===== config.mk =====
export PLATFORM = sky130hd
export DESIGN_NAME = keepalive_supervisor
export DESIGN_NICKNAME = d
export VERILOG_FILES = /design/src/rtl/ka_pkg.sv /design/src/rtl/ka_div.sv /design/src/rtl/ka_dpath.sv /design/src/rtl/ka_ctrl.sv /design/src/rtl/keepalive_supervisor.sv
export SDC_FILE = /design/constraint.sdc
export NUM_CORES = 1
export LEC_CHECK = 0
export ABC_AREA = 1
export BUFFER_PORTS_ARGS = -buffer_cell sky130_fd_sc_hd__buf_2
export CELL_PAD_IN_SITES_DETAIL_PLACEMENT = 1
export CELL_PAD_IN_SITES_GLOBAL_PLACEMENT = 2
export CORE_UTILIZATION = 38
export CTS_BUF_LIST = sky130_fd_sc_hd__clkbuf_8
export DETAILED_ROUTE_END_ITERATION = 8
export PLACE_DENSITY_LB_ADDON = 0.3
export SETUP_SLACK_MARGIN = 0.1
export SLEW_MARGIN = 10
export SYNTH_ARGS = -nofsm -noshare
export SYNTH_HDL_FRONTEND = slang
export SYNTH_HIERARCHICAL = 1
export SYNTH_SLANG_ARGS = --single-unit

===== constraint.sdc =====
create_clock -name clock -period 8.35 [get_ports clock]
set_input_delay 0 -clock clock [delete_from_list [all_inputs] [get_ports clock]]
set_output_delay 0 -clock clock [all_outputs]
set_load 0.01 [all_outputs]

===== src/rtl/ka_pkg.sv =====
// ============================================================================
// ka_pkg
// Shared types and constants of the keepalive supervisor: operation and
// event codes, field widths, controller states and the command and status
// bundles between the controller and the datapath.
// ============================================================================
package ka_pkg;

   localparam int unsigned MIN_INTERVAL_MS_DEF = 100;

   localparam int unsigned OP_W     = 3;
   localparam int unsigned IVL_W    = 24;
   localparam int unsigned PERIOD_W = 22;
   localparam int unsigned LIM_W    = 20;
   localparam int unsigned EV_W     = 2;

   // Divider operand widths: numerators reach 2^24 + 2^22 - 3, divisors 2^23 - 2.
   localparam int unsigned NUM_W = IVL_W + 1;
   localparam int unsigned DEN_W = PERIOD_W + 1;

   localparam logic [OP_W-1:0] OP_MS_TICK = 3'd0;
   localparam logic [OP_W-1:0] OP_RX      = 3'd1;
   localparam logic [OP_W-1:0] OP_TX      = 3'd2;
   localparam logic [OP_W-1:0] OP_PEER    = 3'd3;
   localparam logic [OP_W-1:0] OP_START   = 3'd4;

   localparam logic [EV_W-1:0] EV_NONE      = 2'd0;
   localparam logic [EV_W-1:0] EV_KEEPALIVE = 2'd1;
   localparam logic [EV_W-1:0] EV_TIMEOUT   = 2'd2;
   localparam logic [EV_W-1:0] EV_CLOSED    = 2'd3;

   typedef enum logic [2:0] {
      ST_IDLE,
      ST_APPLY,
      ST_PREP,
      ST_LIN_GO,
      ST_LIN_WAIT,
      ST_LOUT_GO,
      ST_LOUT_WAIT,
      ST_FINISH
   } state_type;

   typedef struct packed {
      logic latch;      // capture the accepted request
      logic apply;      // execute an operation that needs no recompute and load the result
      logic prep;       // clamp intervals and select the tick period
      logic div_go;     // start the shared divider
      logic div_sel;    // 0: inbound limit, 1: outbound limit
      logic store_lin;  // take the quotient as inbound limit
      logic store_lout; // take the quotient as outbound limit
      logic finish;     // commit the new period and load the result
   } ka_cmd_type;

   typedef struct packed {
      logic needs_calc; // request requires a timer recompute
      logic has_any;    // at least one interval is enabled
      logic slot_free;  // result register can take a new result
      logic div_done;   // divider quotient is ready
   } ka_stat_type;

endpackage


===== src/rtl/ka_div.sv =====
// ============================================================================
// ka_div
// Restoring radix-2 divider, one quotient bit per cycle. The quotient is
// valid in the cycle that done is high.
// ============================================================================
module ka_div
   import ka_pkg::*;
(
   input  logic             clock,
   input  logic             reset,
   input  logic             start,
   input  logic [NUM_W-1:0] num,
   input  logic [DEN_W-1:0] den,
   output logic             done,
   output logic [NUM_W-1:0] quo
);

   localparam int unsigned CNT_W = $clog2(NUM_W);
   localparam logic [CNT_W-1:0] CNT_LAST = CNT_W'(NUM_W - 1);

   logic [DEN_W-1:0] rem_ff, rem_in;
   logic [DEN_W-1:0] den_ff, den_in;
   logic [NUM_W-1:0] quo_ff, quo_in;
   logic [CNT_W-1:0] cnt_ff, cnt_in;
   logic             busy_ff, busy_in;
   logic             done_ff, done_in;
   logic [DEN_W:0]   trial;
   logic             fits;

   assign trial = {rem_ff, quo_ff[NUM_W-1]};
   assign fits  = trial >= {1'b0, den_ff};

   always_comb begin
      rem_in  = rem_ff;
      den_in  = den_ff;
      quo_in  = quo_ff;
      cnt_in  = cnt_ff;
      busy_in = busy_ff;
      done_in = 1'b0;
      if (start) begin
         rem_in  = '0;
         den_in  = den;
         quo_in  = num;
         cnt_in  = '0;
         busy_in = 1'b1;
      end else if (busy_ff) begin
         // The dividend shifts out of the top as quotient bits shift in.
         rem_in = fits ? DEN_W'(trial - {1'b0, den_ff}) : trial[DEN_W-1:0];
         quo_in = {quo_ff[NUM_W-2:0], fits};
         cnt_in = cnt_ff + 1'b1;
         if (cnt_ff == CNT_LAST) begin
            busy_in = 1'b0;
            done_in = 1'b1;
         end
      end
   end

   always_ff @(posedge clock) begin
      rem_ff <= rem_in;
      den_ff <= den_in;
      quo_ff <= quo_in;
      cnt_ff <= cnt_in;
      if (reset) begin
         busy_ff <= 1'b0;
         done_ff <= 1'b0;
      end else begin
         busy_ff <= busy_in;
         done_ff <= done_in;
      end
   end

   assign done = done_ff;
   assign quo  = quo_ff;

endmodule


===== src/rtl/ka_dpath.sv =====
// ============================================================================
// ka_dpath
// Datapath of the keepalive supervisor: request and interval registers,
// timer state, limit computation through the shared divider, and the
// result register.
// ============================================================================
module ka_dpath
   import ka_pkg::*;
#(
   parameter int unsigned MIN_INTERVAL_MS = MIN_INTERVAL_MS_DEF
)
(
   input  logic                clock,
   input  logic                reset,
   input  logic [OP_W-1:0]     req_operation,
   input  logic [IVL_W-1:0]    req_peer_interval,
   input  logic                req_pipe_open,
   input  logic                csr_wr_en,
   input  logic [IVL_W-1:0]    csr_wr_data,
   input  logic                rsp_stall,
   output logic                rsp_valid,
   output logic [EV_W-1:0]     rsp_event_code,
   output logic [PERIOD_W-1:0] rsp_period_ms,
   input  ka_cmd_type          cmd,
   output ka_stat_type         stat
);

   localparam logic [IVL_W-1:0] MIN_IVL = IVL_W'(MIN_INTERVAL_MS);
   localparam logic [LIM_W-1:0] CNT_MAX = '1;

   function automatic logic [IVL_W-1:0] clamp_ivl(input logic [IVL_W-1:0] v);
      logic [IVL_W-1:0] r;
      r = v;
      if (v != '0 && v < MIN_IVL) begin
         r = MIN_IVL;
      end
      return r;
   endfunction

   logic [IVL_W-1:0]    local_ivl_ff, local_ivl_in;
   logic [OP_W-1:0]     op_ff, op_in;
   logic [IVL_W-1:0]    peer_ff, peer_in;
   logic                pipe_ff, pipe_in;
   logic [IVL_W-1:0]    peer_ivl_ff, peer_ivl_in;
   logic [PERIOD_W-1:0] period_ff, period_in;
   logic [PERIOD_W-1:0] countdown_ff, countdown_in;
   logic [LIM_W-1:0]    lim_in_ff, lim_in_in;
   logic [LIM_W-1:0]    lim_out_ff, lim_out_in;
   logic [LIM_W-1:0]    cnt_in_ff, cnt_in_in;
   logic [LIM_W-1:0]    cnt_out_ff, cnt_out_in;
   logic                running_ff, running_in;
   logic [IVL_W-1:0]    loc_ff, loc_in;
   logic [PERIOD_W-1:0] t_ff, t_in;
   logic                has_any_ff, has_any_in;
   logic                rsp_valid_ff, rsp_valid_in;
   logic [EV_W-1:0]     rsp_event_ff, rsp_event_in;
   logic [PERIOD_W-1:0] rsp_period_ff, rsp_period_in;

   logic [IVL_W-1:0]    loc_c, peer_c;
   logic [PERIOD_W-1:0] tin_c, tout_c, tsel_c, t_c;
   logic [LIM_W-1:0]    cin_inc, cout_inc;
   logic                slot_free;
   logic [PERIOD_W-1:0] new_period;
   logic [EV_W-1:0]     ev;
   logic                load_out;
   logic [NUM_W-1:0]    div_num;
   logic [DEN_W-1:0]    div_den;
   logic                div_done;
   logic [NUM_W-1:0]    div_quo;

   // Tick period: the smaller nonzero quarter of the clamped intervals, or 1 if both are zero.
   assign loc_c  = clamp_ivl(local_ivl_ff);
   assign peer_c = clamp_ivl(peer_ff);
   assign tin_c  = loc_c[IVL_W-1:2];
   assign tout_c = peer_c[IVL_W-1:2];
   assign tsel_c = (tin_c == '0) ? tout_c :
                   ((tout_c == '0 || tout_c > tin_c) ? tin_c : tout_c);
   assign t_c    = (tsel_c == '0) ? PERIOD_W'(1) : tsel_c;

   assign cin_inc  = (cnt_in_ff == CNT_MAX) ? cnt_in_ff : cnt_in_ff + 1'b1;
   assign cout_inc = (cnt_out_ff == CNT_MAX) ? cnt_out_ff : cnt_out_ff + 1'b1;

   assign slot_free  = !rsp_valid_ff || !rsp_stall;
   assign new_period = has_any_ff ? t_ff : '0;

   // Inbound limit rounds up; outbound limit is (peer + 1) / (2 * period).
   always_comb begin
      if (cmd.div_sel) begin
         div_num = NUM_W'({1'b0, peer_ivl_ff} + 1'b1);
         div_den = {t_ff, 1'b0};
      end else begin
         div_num = NUM_W'({1'b0, loc_ff} + NUM_W'(t_ff) - 1'b1);
         div_den = {1'b0, t_ff};
      end
   end

   ka_div u_div (
      .clock (clock),
      .reset (reset),
      .start (cmd.div_go),
      .num   (div_num),
      .den   (div_den),
      .done  (div_done),
      .quo   (div_quo)
   );

   always_comb begin
      local_ivl_in  = local_ivl_ff;
      op_in         = op_ff;
      peer_in       = peer_ff;
      pipe_in       = pipe_ff;
      peer_ivl_in   = peer_ivl_ff;
      period_in     = period_ff;
      countdown_in  = countdown_ff;
      lim_in_in     = lim_in_ff;
      lim_out_in    = lim_out_ff;
      cnt_in_in     = cnt_in_ff;
      cnt_out_in    = cnt_out_ff;
      running_in    = running_ff;
      loc_in        = loc_ff;
      t_in          = t_ff;
      has_any_in    = has_any_ff;
      ev            = EV_NONE;
      load_out      = 1'b0;

      if (csr_wr_en) begin
         local_ivl_in = csr_wr_data;
      end

      if (cmd.latch) begin
         op_in   = req_operation;
         peer_in = req_peer_interval;
         pipe_in = req_pipe_open;
      end

      if (cmd.apply) begin
         load_out = 1'b1;
         unique case (op_ff)
            OP_MS_TICK: begin
               if (running_ff) begin
                  if (countdown_ff <= PERIOD_W'(1)) begin
                     countdown_in = period_ff;
                     if (lim_in_ff != '0) begin
                        cnt_in_in = cin_inc;
                     end
                     if (lim_in_ff != '0 && cin_inc > lim_in_ff) begin
                        running_in = 1'b0;
                        ev         = EV_TIMEOUT;
                     end else if (!pipe_ff) begin
                        running_in = 1'b0;
                        ev         = EV_CLOSED;
                     end else if (lim_out_ff != '0) begin
                        cnt_out_in = cout_inc;
                        if (cout_inc > lim_out_ff) begin
                           ev = EV_KEEPALIVE;
                        end
                     end
                  end else begin
                     countdown_in = countdown_ff - 1'b1;
                  end
               end
            end
            OP_RX: begin
               cnt_in_in = '0;
            end
            OP_TX: begin
               cnt_out_in = '0;
            end
            default: begin
            end
         endcase
      end

      if (cmd.prep) begin
         peer_ivl_in = peer_c;
         loc_in      = loc_c;
         t_in        = t_c;
         has_any_in  = (loc_c != '0) || (peer_c != '0);
         // A start always begins from a stopped timer.
         if (op_ff == OP_START) begin
            running_in   = 1'b0;
            period_in    = '0;
            countdown_in = '0;
         end
      end

      if (cmd.store_lin) begin
         lim_in_in = div_quo[LIM_W-1:0];
      end

      if (cmd.store_lout) begin
         lim_out_in = div_quo[LIM_W-1:0];
      end

      if (cmd.finish) begin
         load_out  = 1'b1;
         period_in = new_period;
         if (has_any_ff) begin
            cnt_in_in  = '0;
            cnt_out_in = '0;
         end
         // The countdown restarts only when the period or run state changes.
         if (period_ff != new_period || running_ff != (new_period != '0)) begin
            running_in   = (new_period != '0);
            countdown_in = new_period;
         end
      end
   end

   always_comb begin
      rsp_valid_in  = rsp_valid_ff;
      rsp_event_in  = rsp_event_ff;
      rsp_period_in = rsp_period_ff;
      if (load_out) begin
         rsp_valid_in  = 1'b1;
         rsp_event_in  = ev;
         rsp_period_in = running_in ? period_in : '0;
      end else if (rsp_valid_ff && !rsp_stall) begin
         rsp_valid_in = 1'b0;
      end
   end

   always_ff @(posedge clock) begin
      op_ff         <= op_in;
      peer_ff       <= peer_in;
      pipe_ff       <= pipe_in;
      loc_ff        <= loc_in;
      t_ff          <= t_in;
      has_any_ff    <= has_any_in;
      rsp_event_ff  <= rsp_event_in;
      rsp_period_ff <= rsp_period_in;
      if (reset) begin
         local_ivl_ff <= '0;
         peer_ivl_ff  <= '0;
         period_ff    <= '0;
         countdown_ff <= '0;
         lim_in_ff    <= '0;
         lim_out_ff   <= '0;
         cnt_in_ff    <= '0;
         cnt_out_ff   <= '0;
         running_ff   <= 1'b0;
         rsp_valid_ff <= 1'b0;
      end else begin
         local_ivl_ff <= local_ivl_in;
         peer_ivl_ff  <= peer_ivl_in;
         period_ff    <= period_in;
         countdown_ff <= countdown_in;
         lim_in_ff    <= lim_in_in;
         lim_out_ff   <= lim_out_in;
         cnt_in_ff    <= cnt_in_in;
         cnt_out_ff   <= cnt_out_in;
         running_ff   <= running_in;
         rsp_valid_ff <= rsp_valid_in;
      end
   end

   assign stat.needs_calc = (op_ff == OP_START) ||
                            (op_ff == OP_PEER && peer_ff != peer_ivl_ff);
   assign stat.has_any    = has_any_ff;
   assign stat.slot_free  = slot_free;
   assign stat.div_done   = div_done;

   assign rsp_valid      = rsp_valid_ff;
   assign rsp_event_code = rsp_event_ff;
   assign rsp_period_ms  = rsp_period_ff;

   a_run_has_period: assert property (@(posedge clock) disable iff (reset)
      running_ff |-> (period_ff != '0 && countdown_ff <= period_ff))
      else $error("timer running without a valid period and countdown");

   a_load_needs_slot: assert property (@(posedge clock) disable iff (reset)
      load_out |-> slot_free)
      else $error("result loaded while the previous one is still stalled");

endmodule


===== src/rtl/ka_ctrl.sv =====
// ============================================================================
// ka_ctrl
// Controller of the keepalive supervisor: accepts requests and sequences
// direct operations and the timer recompute with up to two divisions.
// ============================================================================
module ka_ctrl
   import ka_pkg::*;
(
   input  logic        clock,
   input  logic        reset,
   input  logic        req_valid,
   output logic        req_stall,
   input  ka_stat_type stat,
   output ka_cmd_type  cmd
);

   state_type state_ff, state_in;

   always_ff @(posedge clock) begin
      if (reset) begin
         state_ff <= ST_IDLE;
      end else begin
         state_ff <= state_in;
      end
   end

   always_comb begin
      state_in  = state_ff;
      cmd       = '0;
      req_stall = 1'b1;
      unique case (state_ff)
         ST_IDLE: begin
            req_stall = 1'b0;
            if (req_valid) begin
               cmd.latch = 1'b1;
               state_in  = ST_APPLY;
            end
         end
         ST_APPLY: begin
            if (stat.needs_calc) begin
               state_in = ST_PREP;
            end else if (stat.slot_free) begin
               cmd.apply = 1'b1;
               state_in  = ST_IDLE;
            end
         end
         ST_PREP: begin
            cmd.prep = 1'b1;
            state_in = ST_LIN_GO;
         end
         ST_LIN_GO: begin
            // With both intervals disabled the limits are left as they are.
            if (stat.has_any) begin
               cmd.div_go = 1'b1;
               state_in   = ST_LIN_WAIT;
            end else begin
               state_in = ST_FINISH;
            end
         end
         ST_LIN_WAIT: begin
            if (stat.div_done) begin
               cmd.store_lin = 1'b1;
               state_in      = ST_LOUT_GO;
            end
         end
         ST_LOUT_GO: begin
            cmd.div_go  = 1'b1;
            cmd.div_sel = 1'b1;
            state_in    = ST_LOUT_WAIT;
         end
         ST_LOUT_WAIT: begin
            cmd.div_sel = 1'b1;
            if (stat.div_done) begin
               cmd.store_lout = 1'b1;
               state_in       = ST_FINISH;
            end
         end
         ST_FINISH: begin
            if (stat.slot_free) begin
               cmd.finish = 1'b1;
               state_in   = ST_IDLE;
            end
         end
         default: begin
            state_in = ST_IDLE;
         end
      endcase
   end

   a_done_in_wait: assert property (@(posedge clock) disable iff (reset)
      stat.div_done |-> (state_ff == ST_LIN_WAIT || state_ff == ST_LOUT_WAIT))
      else $error("divider finished outside a wait state");

   a_latch_goes_apply: assert property (@(posedge clock) disable iff (reset)
      cmd.latch |=> (state_ff == ST_APPLY && req_stall))
      else $error("accepted request not followed by its execution");

endmodule


===== src/rtl/keepalive_supervisor.sv =====
// ============================================================================
// keepalive_supervisor
// Connection keepalive supervisor: a millisecond countdown drives period
// ticks that check inbound silence and schedule outbound keepalives.
// ============================================================================
//
//   channel  direction  handshake            payload
//   req      in         req_valid/req_stall  operation, peer_interval, pipe_open
//   rsp      out        rsp_valid/rsp_stall  event_code, period_ms
//   csr      in         csr_wr_en            csr_wr_data (local interval, ms)
//
// Millisecond ticks, activity, unchanged peer updates and unused codes run
// in the apply state and load the result once the result register is free.
// A start or a changed peer interval recomputes the timer through the prep,
// divide and finish states with two passes of the shared 25-step serial
// divider, or none when both intervals are off, then loads its result.
// Reset is synchronous and clears all timer state; no clearing pass.
// A stalled result holds; one further request is accepted meanwhile and
// waits in the controller until the result register frees.
module keepalive_supervisor
   import ka_pkg::*;
#(
   parameter int unsigned MIN_INTERVAL_MS = MIN_INTERVAL_MS_DEF
)
(
   input  logic                clock,
   input  logic                reset,
   input  logic                req_valid,
   output logic                req_stall,
   input  logic [OP_W-1:0]     req_operation,
   input  logic [IVL_W-1:0]    req_peer_interval,
   input  logic                req_pipe_open,
   output logic                rsp_valid,
   input  logic                rsp_stall,
   output logic [EV_W-1:0]     rsp_event_code,
   output logic [PERIOD_W-1:0] rsp_period_ms,
   input  logic                csr_wr_en,
   input  logic [IVL_W-1:0]    csr_wr_data
);

   ka_cmd_type  cmd;
   ka_stat_type stat;

   ka_ctrl u_ctrl (
      .clock     (clock),
      .reset     (reset),
      .req_valid (req_valid),
      .req_stall (req_stall),
      .stat      (stat),
      .cmd       (cmd)
   );

   ka_dpath #(
      .MIN_INTERVAL_MS (MIN_INTERVAL_MS)
   ) u_dpath (
      .clock             (clock),
      .reset             (reset),
      .req_operation     (req_operation),
      .req_peer_interval (req_peer_interval),
      .req_pipe_open     (req_pipe_open),
      .csr_wr_en         (csr_wr_en),
      .csr_wr_data       (csr_wr_data),
      .rsp_stall         (rsp_stall),
      .rsp_valid         (rsp_valid),
      .rsp_event_code    (rsp_event_code),
      .rsp_period_ms     (rsp_period_ms),
      .cmd               (cmd),
      .stat              (stat)
   );

endmodule

==> impl_results.md <==
- Post-synth EDFFs: ~150
- Crit path capture type: flop
- Worst-Skew Late Latency: 0.67 ns
- Clock Pin Slew Worst Setup and Hold Paths: 0.05 ns
- Clk_skew: approximately 0.032 ns
- Register area share after synthesis: 36.8%
- Initial Util: 38.5%
- Worst reg2reg path depth: 15
- Critical path data arrival time: 5.26 ns
- Leak pwr: 11.4 nW
- Vias per cell: 5.34
- Slew headroom: 21.4%
- Reg2reg start: u_dpath/peer_ff[10]
- Post-synthesis cell count: 3233
- Core box area: 0.0605 sq mm
- Avg Inst Size Synth: 7.20 sq um
- Placer Congestion: 0.910
- Total I/O pin count: 83
- Ys flop type: dfxtp_1
- Grt ovf: 0
- First-pass GRT wire length: between 100 and 150 mm
- CTS tree: yes
- Seq cells post-synth: 354
- Xor/xnor share of the synthesized area: 4.10%
- Synth warn: 6
- Period Utilization, post-route: 58.6%
- Initial antenna violation count: 2
- CTS buffer count: 71
- Max Clk Rate: 0.204 GHz
- Remaining routing DRC violations: 0
- DRT iter0 DRCs: 1320
- Hold path depth: 2
- Die W: 249 microns
- Vias in the first global route: around 23000
- Clock root cell: clkbuf_8
- Total die area: about 0.062 sq mm
- Synthesized area: 0.0233 sq mm
- Height of the die: around 250 microns
- Largest net degree at the start of global routing: 75
- Max-cap viol count: 0
- Hold Vio Cnt, Final: 0
- Post-DP HPWL: 63.9 mm
- Min Clock Period, post-route: 4.89 ns
- Num rows: 90
- Maximum vdd drop: 0.000112 V
- Mux contribution to synthesized area: 0.0430%
- Worst-Margin Slew: 1.18 ns
- Cell Count, Final, Fillers Out: 4167
- Pre-antenna DRT Iters: 5
- Tot GR Track Use: 26.9%
- DRT Wirelength: 83.7 mm
- Post-CTS Resized: 0
- Net count, final: 3523
- Hold/Removal Path Class: in -> reg
- Worst setup SP type: flop
- Power Density: 173 mW/mm^2
- Synthesized-area fraction occupied by adder cells: 7.54%
- Critical path type: reg -> reg
- Overall power: 4.54 mW
- Clk sinks: between 300 and 400
- Largest family of logic cells by synthesized area: simple AND/OR/NAND/NOR gates
- Max-slew violation count: 0
- Req. time, crit path: roughly 8.7 ns
- Fraction of layout cells with a size suffix above 1: 9.63%
- Placed insts: 3970
- RSZ-0062 raised after global routing: false
- H-tree depth: 3
- DR WL/cell: 20.1 microns
- Post-DRT Antenna Nets: 0
- Clock buffer depth: 3
- Final setup viols: 0
- P&R area growth vs syn: 12.9%
- Library cells used by synthesis: 60
- Setup tns final: 0 ns
- Port Buffers: 82
- Setup slack, reg-to-reg: ~3.5 ns
- Vias: around 22000
- Crit path max fanout: 23
- Setup crit end: u_dpath/rsp_period_ms[9]
- CTS Hold Buffers Added: 65
- Synthesized net count: roughly 3400
- Beginning of the critical path: u_dpath/peer_ff[10]
- Synth Area in Simple Gates: a little over a quarter
- Crit Reg-Reg Endpoint: u_dpath/rsp_period_ms[9]
- Post-synthesis compound-gate area fraction: 14.3%
- Run status: complete, no violations
- Synth async-reset ratio: 0%
- Post-CTS Setup Inserts: 0
## how the worst min path moves through the flow
| stage | end | slack [ns] | start |
|---|---|---|---|
| after floorplan | u_dpath/u_div/done | 0.08 | reset |
| after global placement | u_dpath/op_ff[0] | 0.18 | req_operation[0] |
| after detailed placement | u_dpath/peer_ff[1] | 0.18 | req_peer_interval[1] |
| after CTS | u_dpath/peer_ff[0] | 0.0002 | req_peer_interval[0] |
| after global routing | u_dpath/peer_ff[18] | 0.02 | req_peer_interval[18] |
| final | u_dpath/peer_ff[0] | 0.06 | req_peer_interval[0] |
## layout make-up
cell class / instances / area [sq um]
Inverter: 455 / 1710
Clock buffer: 85 / 1170
Timing Repair Buffer: 167 / 1210
Tap cell: 782 / 978
Antenna cell: 1 / 2.50
Multi-Input combinational cell: 2278 / 12400
Fill cell: 7660 / 34200
Clock inverter: 45 / 284
Sequential cell: 354 / 8560
## per-stage QoR
step / instance area [sq um] / setup WS, ns / hold WS, ns / util, %
floorplan: 23300 / 2.53 / 0.0787 / -
global placement: 24200 / 3.67 / 0.179 / 40.0
detailed placement: 24200 / 3.54 / 0.179 / 40.0
CTS: 26300 / 3.54 / 0.000198 / 43.4
global route: 26300 / 3.15 / 0.0205 / 43.5
finish: 26300 / 3.46 / 0.0594 / 43.5
## cell usage in the layout, fill, tap and decap left out, types with 22 or more instances in the layout
| cell | synthesis | final |
|---|---|---|
| a21oi_1 | 238 | 238 |
| a32oi_1 | 22 | 22 |
| buf_2 | 11 | 82 |
| clkbuf_8 | 0 | 85 |
| dfxtp_1 | 207 | 207 |
| dlygate4sd3_1 | 0 | 66 |
| edfxtp_1 | 147 | 147 |
| ha_1 | 137 | 137 |
| inv_1 | 443 | 459 |
| nand2_1 | 735 | 734 |
| nand3_1 | 187 | 187 |
| nand4_1 | 58 | 58 |
| nor2_1 | 296 | 294 |
| nor2_2 | 33 | 34 |
| nor3_1 | 47 | 46 |
| o21ai_0 | 249 | 249 |
| xnor2_1 | 42 | 42 |
| xor2_1 | 65 | 65 |
## routing by layer
metal  GRT usage (%)  routed length [microns]  vias to the layer above
li1                -                        -                    10800
met1            35.8                    39300                    10900
met2            45.3                    39500                      425
met3            3.59                     3030                      121
met4            7.85                     1950                        0
met5               0                        0                        -
## power by group
part	internal [mW]	switching (mW)	total (mW)
combinational	0.228	0.466	0.695
sequential	1.89	0.0976	1.99
clock	1.02	0.832	1.85
## flip-flops by register name (all words and copies together) (netlist names), 2 cells and up
name	count
u_dpath/peer_ivl_ff	24
u_dpath/local_ivl_ff	24
u_dpath/peer_ff	24
u_dpath/u_div/den_ff	23
u_dpath/countdown_ff	22
u_dpath/lim_in_ff	20
u_dpath/loc_ff	24
u_dpath/cnt_out_ff	20
u_dpath/op_ff	3
u_dpath/u_div/cnt_ff	5
u_dpath/t_ff	22
u_dpath/lim_out_ff	20
u_dpath/rsp_period_ms	22
u_dpath/cnt_in_ff	20
u_dpath/period_ff	22
u_dpath/u_div/quo	25
u_dpath/rsp_event_code	2
u_dpath/u_div/rem_ff	23
u_ctrl/state_ff	3
## cell families after synthesis
| group | after synthesis |
|---|---|
| simple gates | 1430 |
| buf+inv | 601 |
| compound gates | 600 |
| flops | 354 |
| fa+ha+maj | 139 |
| xor+xnor | 108 |
| mux | 1 |
## cell usage after synthesis, types with 3 or more instances
master | n | area, sq um
nand2_1 | 735 | 2760
inv_1 | 443 | 1660
nor2_1 | 296 | 1110
o21ai_0 | 249 | 1250
a21oi_1 | 238 | 1190
dfxtp_1 | 207 | 4140
nand3_1 | 187 | 936
edfxtp_1 | 147 | 4410
ha_1 | 137 | 1710
clkbuf_1 | 112 | 420
xor2_1 | 65 | 569
nand4_1 | 58 | 363
nor3_1 | 47 | 235
xnor2_1 | 42 | 368
nor2_2 | 33 | 206
a32oi_1 | 22 | 193
a21oi_2 | 20 | 175
o211ai_1 | 19 | 143
nor4_1 | 15 | 93.8
buf_2 | 11 | 55.1
nand2_2 | 11 | 68.8
a211oi_1 | 10 | 75.1
buf_4 | 9 | 67.6
buf_6 | 9 | 101
inv_2 | 9 | 33.8
o21bai_1 | 9 | 67.6
nor2_4 | 8 | 90.1
a31oi_1 | 7 | 43.8
a21o_1 | 6 | 45.0
or2_2 | 6 | 37.5
nand3_2 | 5 | 50.1
nor3_2 | 5 | 50.1
o21ai_1 | 5 | 25.0
buf_1 | 4 | 15.0
nand2_4 | 4 | 45.0
nand3b_1 | 4 | 30.0
and2_1 | 3 | 18.8
nand3_4 | 3 | 52.6
nor3b_1 | 3 | 22.5
## critical path, cell delays in order (launching register included)
cell,delay (ns)
edfxtp_1,0.49
xor2_1,0.19
a21oi_1,0.17
nand3_1,0.12
nor4_1,0.45
nand2_1,0.22
a21o_1,0.24
nor2_1,0.10
buf_4,0.22
inv_1,0.28
nor2_4,0.31
inv_1,0.24
nor2_2,0.65
nand3_1,0.28
nand4_4,0.45
a21oi_1,0.15
Power figures use the tool's default switching activity.
